## config.mk

```make
export PLATFORM = sky130hd
export DESIGN_NAME = ouql_cell
export DESIGN_NICKNAME = d
export VERILOG_FILES = /design/src/hw/rtl/ouql_pkg.sv /design/src/hw/rtl/ouql_cell.sv
export SDC_FILE = /design/constraint.sdc
export NUM_CORES = 1
export LEC_CHECK = 0
export ABC_CLOCK_PERIOD_IN_PS = 3180
export BUFFER_PORTS_ARGS = -buffer_cell sky130_fd_sc_hd__buf_4
export CELL_PAD_IN_SITES_DETAIL_PLACEMENT = 1
export CELL_PAD_IN_SITES_GLOBAL_PLACEMENT = 1
export CORE_MARGIN = 2
export CORE_UTILIZATION = 32
export DETAILED_ROUTE_END_ITERATION = 8
export PLACE_DENSITY_LB_ADDON = 0.1
export SYNTH_ARGS = -nofsm -noshare
export SYNTH_HDL_FRONTEND = slang
export SYNTH_SLANG_ARGS = --single-unit
```

## constraint.sdc

```tcl
create_clock -name clock -period 3.18 [get_ports clock]
set_clock_uncertainty 0.15 [all_clocks]
set_input_delay 0.636 -clock clock [delete_from_list [all_inputs] [get_ports clock]]
set_output_delay 0.636 -clock clock [all_outputs]
set_load 0.05 [all_outputs]
```

## src/hw/rtl/ouql_pkg.sv

```systemverilog
package ouql_pkg;

   localparam int ENTRY_W      = 32;
   localparam int COUNT_OUT_W  = 7;
   localparam int OPCODE_W     = 2;
   localparam int CAPACITY_DEF = 64;

   typedef enum logic [OPCODE_W-1:0] {
      OP_APPEND = 2'd0,
      OP_INSERT = 2'd1,
      OP_POP    = 2'd2,
      OP_NONE   = 2'd3
   } opcode_type;

   typedef enum logic [1:0] {
      CMD_HOLD,
      CMD_LOAD,
      CMD_FROM_PREV,
      CMD_FROM_NEXT
   } cell_cmd_type;

   typedef struct packed {
      logic hit;
      logic eq;
   } cell_flags_type;

endpackage

```

## src/hw/rtl/ouql_cell.sv

```systemverilog
module ouql_cell (
   input  logic                                clock,
   input  logic                                reset,
   input  ouql_pkg::cell_cmd_type              cmd,
   input  logic signed [ouql_pkg::ENTRY_W-1:0] key,
   input  logic signed [ouql_pkg::ENTRY_W-1:0] prev_entry,
   input  logic                                prev_occ,
   input  logic signed [ouql_pkg::ENTRY_W-1:0] next_entry,
   input  logic                                next_occ,
   output logic signed [ouql_pkg::ENTRY_W-1:0] entry,
   output logic                                occ,
   output ouql_pkg::cell_flags_type            flags
);

   logic signed [ouql_pkg::ENTRY_W-1:0] entry_ff, entry_in;
   logic                                occ_ff, occ_in;

   always_comb begin
      entry_in = entry_ff;
      occ_in   = occ_ff;
      case (cmd)
         ouql_pkg::CMD_HOLD: begin
            entry_in = entry_ff;
            occ_in   = occ_ff;
         end
         ouql_pkg::CMD_LOAD: begin
            entry_in = key;
            occ_in   = 1'b1;
         end
         ouql_pkg::CMD_FROM_PREV: begin
            entry_in = prev_entry;
            occ_in   = prev_occ;
         end
         ouql_pkg::CMD_FROM_NEXT: begin
            entry_in = next_entry;
            occ_in   = next_occ;
         end
         default: begin
            entry_in = entry_ff;
            occ_in   = occ_ff;
         end
      endcase
   end

   always_ff @(posedge clock) begin
      entry_ff <= entry_in;
      if (reset) begin
         occ_ff <= 1'b0;
      end else begin
         occ_ff <= occ_in;
      end
   end

   assign entry     = entry_ff;
   assign occ       = occ_ff;
   assign flags.hit = !occ_ff || (key >= entry_ff);
   assign flags.eq  = occ_ff && (key == entry_ff);

endmodule

```

== Word level (Yosys, flattened, before mapping) ==
Cells that the tools add are included.

* Add/subtract/negate cells: 0
* Multipliers: 0
* Divide/modulo/power cells: 0
* Order comparisons: 1
* Eq/ne operators: 4
* Shifts and indexed selects: 0
* Muxes and demuxes: 2
* Bitwise operators: 0
* Reductions and logical operators: 4

{| class="wikitable"
|+ Operators with widths
! operator !! number
|-
| $pmux 32 s3 || 1
|-
| $eq 32x32->1 || 1
|-
| $ge 32x32->1 || 1
|-
| $eq 2x2->1 const B || 2
|-
| $pmux 1 s3 || 1
|-
| $eq 2x1->1 const B || 1
|-
| $logic_not 2->1 || 1
|-
| $logic_and 1x1->1 || 1
|-
| $logic_not 1->1 || 1
|-
| $logic_or 1x1->1 || 1
|}

* Bits in registers: 33
* Bits in latches: 0
* RAM bits: 0
* ROM bits: 0
* Input bits: 102
* Output and inout port bits: 35
* Logic and storage cells: 13
* Memories: 0

== Logic depth before layout (Yosys ltp) ==
Gate-level depths: netlist of run 1.

* Word-level depth: 2
* Gate-level depth with buffers: 8
* Gate-level depth less buffers: 8

== Worst setup path before layout of run 1 ==
OpenSTA, ideal clock, no wires.

* Kind: register to output
* From: register entry_ff (netlist bit entry[23])
* To: output flags[0] (netlist bit)
* Data arrival time: 2.643 ns
* Required time: 2.394 ns
* Slack: -0.249 ns
* Stages on the path, launching flop included: 7
* Path buffers: 0
* Path through: edfxtp_1 -> inv_1 -> ha_1 -> nand4_1 -> nor4_1 -> nand2_1 -> nor3_1

{| class="wikitable"
|+ RTL lines
! element !! RTL line !! source
|-
| start: declaration || ouql_cell.sv:15 || <nowiki>logic signed [ouql_pkg::ENTRY_W-1:0] entry_ff, entry_in;</nowiki>
|-
| start signal: assignment || ouql_cell.sv:46 || <nowiki>entry_ff <= entry_in;</nowiki>
|-
| end: declaration || ouql_cell.sv:12 || <nowiki>output ouql_pkg::cell_flags_type flags</nowiki>
|}

==> results of run 1 <==
[through the flow]
step	instance area, um2	setup WS, ns
after floorplan	2540	0.0530
after global placement	3760	-0.0901
after detailed placement	3760	-0.175
after CTS	3940	0.00341
after global routing	4070	-0.0612
final	4070	0.00899
[sequential cells by signal, summed over array words and instances (netlist names)]
signal  count
entry      32
occ         1
[routing by layer]
metal  part of all wire  vias to the layer above  track usage
met5                  0                        -            0
met4             0.0053                        0       0.0490
met3              0.054                        6       0.0382
met2               0.54                       71        0.330
met1               0.40                     1167        0.203
li1                   -                     1236            -
[layout by cell type (no fill, tap or decap), types with 2 or more instances in the layout]
cell      count
nor4_4        2
ha_1         19
buf_4       149
o21ai_0       2
nor2_1       36
nor2b_1       2
inv_2         2
mux2i_1      33
edfxtp_1     32
buf_6         2
inv_1        31
nand4_1       6
nand2_1       7
a21oi_2       2
nand4_4       2
clkbuf_8      5
ha_4         13
o21ai_1       2
a21o_1        3
a21oi_1      43
[power by group through the flow]
stage / Clock (uW) / Combinational (uW) / Sequential, uW
2_1_floorplan: 0 / 219 / 748
3_3_place_gp: 0 / 648 / 571
3_5_place_dp: 0 / 663 / 574
4_1_cts: 310 / 688 / 565
5_1_grt: 327 / 777 / 572
6_report: 301 / 715 / 564
[logic make-up (layout without fill, tap and decap cells)]
logic type | count (synthesis) | in the layout
AO/OA/AOI/OAI | 62 | 62
AND/OR/NAND/NOR | 59 | 59
buffers and inverters | 44 | 192
multiplexers | 33 | 33
flip-flops | 33 | 33
adder cells (fa/ha/maj) | 32 | 32
[cell usage after synthesis]
library cell and instances:
a211o_1 1, a21oi_1 45, or2_2 1, dfxtp_1 1, nand2_1 7, a31oi_1 1, nor4_4 1, nand4_1 6
inv_1 33, o21a_1 1, o211ai_1 1, nand4_4 1, edfxtp_1 32, nor4_2 1, nor2_1 36, o211a_1 1
nor4_1 1, o21ai_0 4, buf_1 4, o31ai_1 2, buf_2 3, a21boi_2 1, a21o_1 3, mux2i_1 33
ha_1 32, o2bb2ai_1 1, nor2b_1 2, a211oi_1 1, nor3_1 1, nand3_1 1, clkbuf_1 4, nand4_2 1
[worst min-delay path by stage]
stage	slack (ns)	endpoint	start
floorplan	0.56	occ$_SDFFE_PP0P_	reset
global placement	0.36	occ$_SDFFE_PP0P_	occ$_SDFFE_PP0P_
detailed placement	0.36	occ$_SDFFE_PP0P_	occ$_SDFFE_PP0P_
CTS	0.35	occ$_SDFFE_PP0P_	reset
global route	0.35	occ$_SDFFE_PP0P_	reset
finish	0.36	occ$_SDFFE_PP0P_	reset
[area by class of cell]
type | instances | area [um2]
Inverter | 33 | 124
Clock buffer | 6 | 72.6
Sequential cell | 33 | 981
Clock inverter | 1 | 3.75
Tap cell | 102 | 128
Fill cell | 907 | 3610
Timing Repair Buffer | 152 | 1160
Multi-Input combinational cell | 186 | 1600
[what timing repair did]
action,in CTS,in global routing
endpoints found under the setup margin,1,1
endpoints found under the hold margin,0,0
setup buffers,2,0
gates resized for setup,10,17
pin swaps,7,7
==> reports/results.ini, run 1 <==
[outcome]
status = finished, final reports clean

[grt]
grt_overflow = 0
grt_pass1_vias = 2685
grt_usage = 0.177
grt_pass1_wl_mm = 12.3
grt_start_max_net_pins = 66
grt_antenna_before_repair = 0

[power_and_ir_drop]
internal_power_uw = 987
p_comb_frac = 0.452
power.leakage_uw = 0.00196
ir_worst_vdd_uv = 205
seq_power_share = 0.357
fin_total_pwr_uw = 1580
p_clk_frac = 0.191
netSwitchingFraction = 0.376
p_sw_uw = 594
power_density_nw_per_um2 = 388

[timing]
fin_setup_tns_ns = 0
worst_pin_slew_ns = 0.646
hold_viol = 0
min_period_ns = 3.17
slew_viol_final = 0
finalSetupViolations = 0
timing.hold.ws_ns = 0.356
relSlewSlack = 0.569
period_share = 0.997
fmax_mhz = 315
rsz0062_at_grt = yes

[worst_setup_path]
crit_buf_inv = 2
cp_data_arrival_time_ns = 2.39
ff2ff_path_depth = 2
critical_path_cell_count = 9
path_max_fanout = 2
critPathKind = in2out
r2r-start = occ$_SDFFE_PP0P_
critical_path.top_delay_family = compound AO/OA/AOI/OAI gates
reg2reg_to = occ$_SDFFE_PP0P_
crit_path_start = key[1]
crit_slowest_cell = a211o_1
end_kind = primary output
path_cells = buf_4 -> ha_1 -> nor2b_1 -> o211ai_1 -> a21boi_4 -> o31ai_4 -> nand4_1 -> a211o_1 -> buf_6
critPathMaxStageDelay_ns = 0.32
r2r_slack_ns = 2.33
cp-endpoint = flags[1]
worstSetupStartpointType = input port
worstPathRequired_ns = 2.39

[min_path]
holdPathStages = 2
hold_path.class = in2reg

[floorplanning]
die_area_um2 = 8640
die_h_um = 93.0
core_um2 = 7690
die_width_um = 93.0
start_util = 0.329
ios = 137
rows = 32

[drt]
drt_iter0_markers = 52
drc = 0
drt-total-wl_mm = 7.73
viasPerCell = 4.83
drt_pass1_iterations = 4
wire_per_inst_um = 15.1
num_vias = 2480
ant_nets = 0

[clock_tree]
cts_num_sinks = 33
path_clk_slew_ns = 0.06
cts_root_buffer = clkbuf_8
cts_hold_buffers = 0
cts.path.max_buffers = 2
cts-buffers-inserted = 5
cts_max_level = 2
cts_tree = yes
clk_latency_ns = 0.28

[synthesis]
syn_area_per_cell_um2 = 9.63
netlist.area_leader.share = 0.379
ys_ff_latch = 33
yosysUniqueCellTypes = 32
ys_warn_count = 0
muxShareOfSynthArea = 0.130
yosysSeqAreaShare = 0.387
synth-adder-area-share = 0.158
netlist_area_um2 = 2530
synth_compound_area_frac = 0.138
synth_top_family_by_area = adder cells
syn_nets = 397
synthXorXnorAreaFrac = 0
synth-simple-area-share = 0.119
synth_cells = 263
synthTopCellsByArea = edfxtp_1 (38%), ha_1 (16%), mux2i_1 (13%), a21oi_1 (8.9%), nor2_1 (5.3%)
synth.largest_area_cell = edfxtp_1

[placement]
place_hpwl_mm = 6.15
dp.cells = 504
gp_congestion = 0.744
portBuffers = 136

[finish]
final_cells = 513
layout-drive-gt1-share = 0.445
syn2layout_area_growth_pct = 60.8
nets = 545
finish.utilization = 0.530
diodes = 0

[job]
cap_violations = 0

Note: power is estimated with default switching activity, not from simulation.
==> run 2, diff against run 1 <==
Settings changed: ABC_CLOCK_PERIOD_IN_PS 3180 to 3300.
Clock period 3.18 ns to 3.3 ns, I/O delays scaled along.
==> reports/results.ini, run 2 (synthesized netlist as in run 1, its figures left out) <==
[power_and_ir_drop]
power.leakage_uw = 0.00194  ; was 0.00196 uW
power_density_nw_per_um2 = 379  ; was 388 nW/um2
ir_worst_vdd_uv = 139  ; was 205 uV

[clock_tree]
clk_latency_ns = 0.28  ; about the same
cts_root_buffer = clkbuf_8  ; unchanged
cts_hold_buffers = 0  ; unchanged
path_clk_slew_ns = 0.07  ; was 0.06 ns
cts_tree = yes  ; unchanged
cts-buffers-inserted = 5  ; unchanged
cts_max_level = 2  ; unchanged
cts_num_sinks = 33  ; unchanged
cts.path.max_buffers = 2  ; unchanged

[grt]
grt_antenna_before_repair = 0  ; unchanged
grt_start_max_net_pins = 66  ; unchanged
grt_pass1_wl_mm = 12.3  ; about the same
grt_usage = 0.179  ; was 0.177
grt_pass1_vias = 2639  ; was 2,685
grt_overflow = 0  ; unchanged

[worst_setup_path]
cp_data_arrival_time_ns = 2.43  ; was 2.39 ns
critPathMaxStageDelay_ns = 0.32  ; about the same
critPathKind = in2out  ; unchanged
ff2ff_path_depth = 2  ; unchanged
crit_buf_inv = 2  ; unchanged
critical_path_cell_count = 9  ; unchanged
end_kind = primary output  ; unchanged
worstSetupStartpointType = input port  ; unchanged
worstPathRequired_ns = 2.49  ; was 2.39 ns
critical_path.top_delay_family = compound AO/OA/AOI/OAI gates  ; unchanged
crit_slowest_cell = a211o_1  ; unchanged
path_max_fanout = 2  ; unchanged
path_cells = buf_4 -> ha_1 -> nor2b_1 -> o211ai_1 -> a21boi_4 -> o31ai_4 -> nand4_1 -> a211o_1 -> buf_6  ; unchanged

[floorplanning]
die_h_um = 93.0  ; unchanged
start_util = 0.329  ; unchanged
die_area_um2 = 8640  ; unchanged
die_width_um = 93.0  ; unchanged
rows = 32  ; unchanged
core_um2 = 7690  ; unchanged
ios = 137  ; unchanged

[finish]
nets = 540  ; was 545
fill_cells = 911  ; was 907
syn2layout_area_growth_pct = 56.4  ; was 60.8%
diodes = 0  ; unchanged
layout-drive-gt1-share = 0.418  ; was 0.445
fin_area_um2 = 3960  ; was 4070 um2
largest_reg_flops = 32  ; unchanged
finish.utilization = 0.515  ; was 0.530
layout_commonest_cell = buf_4  ; unchanged
final_cell_mix = buf_4 (146), a21oi_1 (45), nor2_1 (36), inv_1 (33), mux2i_1 (33)  ; was buf_4 (149), a21oi_1 (43), nor2_1 (36), mux2i_1 (33), edfxtp_1 (32)

[outcome]
status = finished, final reports clean  ; unchanged

[placement]
dpl-instance-area_um2 = 3710  ; was 3760 um2
portBuffers = 136  ; unchanged
gp_congestion = 0.751  ; was 0.744
place_hpwl_mm = 5.99  ; was 6.15 mm

[timing]
fin_setup_tns_ns = 0  ; unchanged
period_share = 0.980
hold_viol = 0  ; unchanged
fmax_mhz = 309
finalSetupViolations = 0  ; unchanged
relSlewSlack = 0.434  ; was 0.569
worst_pin_slew_ns = 0.849  ; was 0.646 ns
slew_viol_final = 0  ; unchanged
min_period_ns = 3.24

[drt]
drt-total-wl_mm = 7.60  ; was 7.73 mm
viasPerCell = 4.82  ; was 4.83
drt_pass1_iterations = 3  ; was 4
num_vias = 2453  ; was 2,480
drt_iter0_markers = 44  ; was 52
ant_nets = 0  ; unchanged
drc = 0  ; unchanged
wire_per_inst_um = 14.9  ; was 15.1 um

[min_path]
hold_path.class = reg2reg  ; was in2reg
holdPathStages = 2  ; unchanged

[job]
cap_violations = 0  ; unchanged

==> run 2: repair_timing <==
item                                    CTS  global route
gates resized for setup                   4            12
setup buffers                             2             0
pin swaps                                 3             5
endpoints found under the setup margin    1             1
endpoints found under the hold margin     0             0
==> run 2: cell type report <==
cell class	count	area, um2	share of cell area
clock buffer	8	80.1	0.0202
sequential	33	981	0.248
multi-input combinational	186	1540	0.389
tap	102	128	0.0322
inverter	33	124	0.0313
timing repair buffer	147	1110	0.280
==> run 2: final timing paths <==
| kind | start | to | slack (ns) |
|---|---|---|---|
| worst max-delay path | key[1] | flags[1] | 0.06 |
| worst min-delay path | occ$_SDFFE_PP0P_ | occ$_SDFFE_PP0P_ | 0.37 |
| worst max register to register | occ$_SDFFE_PP0P_ | occ$_SDFFE_PP0P_ | 2.42 |
| worst min register to register | occ$_SDFFE_PP0P_ | occ$_SDFFE_PP0P_ | 0.37 |
==> run 2: through the flow <==
step	total power [uW]	setup WS, ns	instances	hold WS [ns]
5_1_grt	1600	-0.0189	509	0.369
2_1_floorplan	932	0.149	263	0.572
4_1_cts	1500	0.0000255	509	0.366
3_3_place_gp	1160	-0.0160	499	0.361
3_5_place_dp	1180	-0.0951	499	0.365
6_report	1500	0.0649	509	0.374
==> run 2: layer usage <==
layer	GRT usage	routed length (um)	up-vias
li1	-	-	1226
met1	0.207	2940	1149
met2	0.332	4160	70
met3	0.0374	416	8
met4	0.0515	82	0
met5	0	0	-
==> run 2: where the power goes <==
part	total, uW	switching [uW]	internal [uW]
Sequential	545	26.1	519
Combinational	661	388	273
Clock	295	146	150
==> run 2: worst min-delay path, stage by stage, from the launching register on <==
cell and delay (ns):
dfxtp_1 0.33, nor2_1 0.10, a211oi_1 0.05
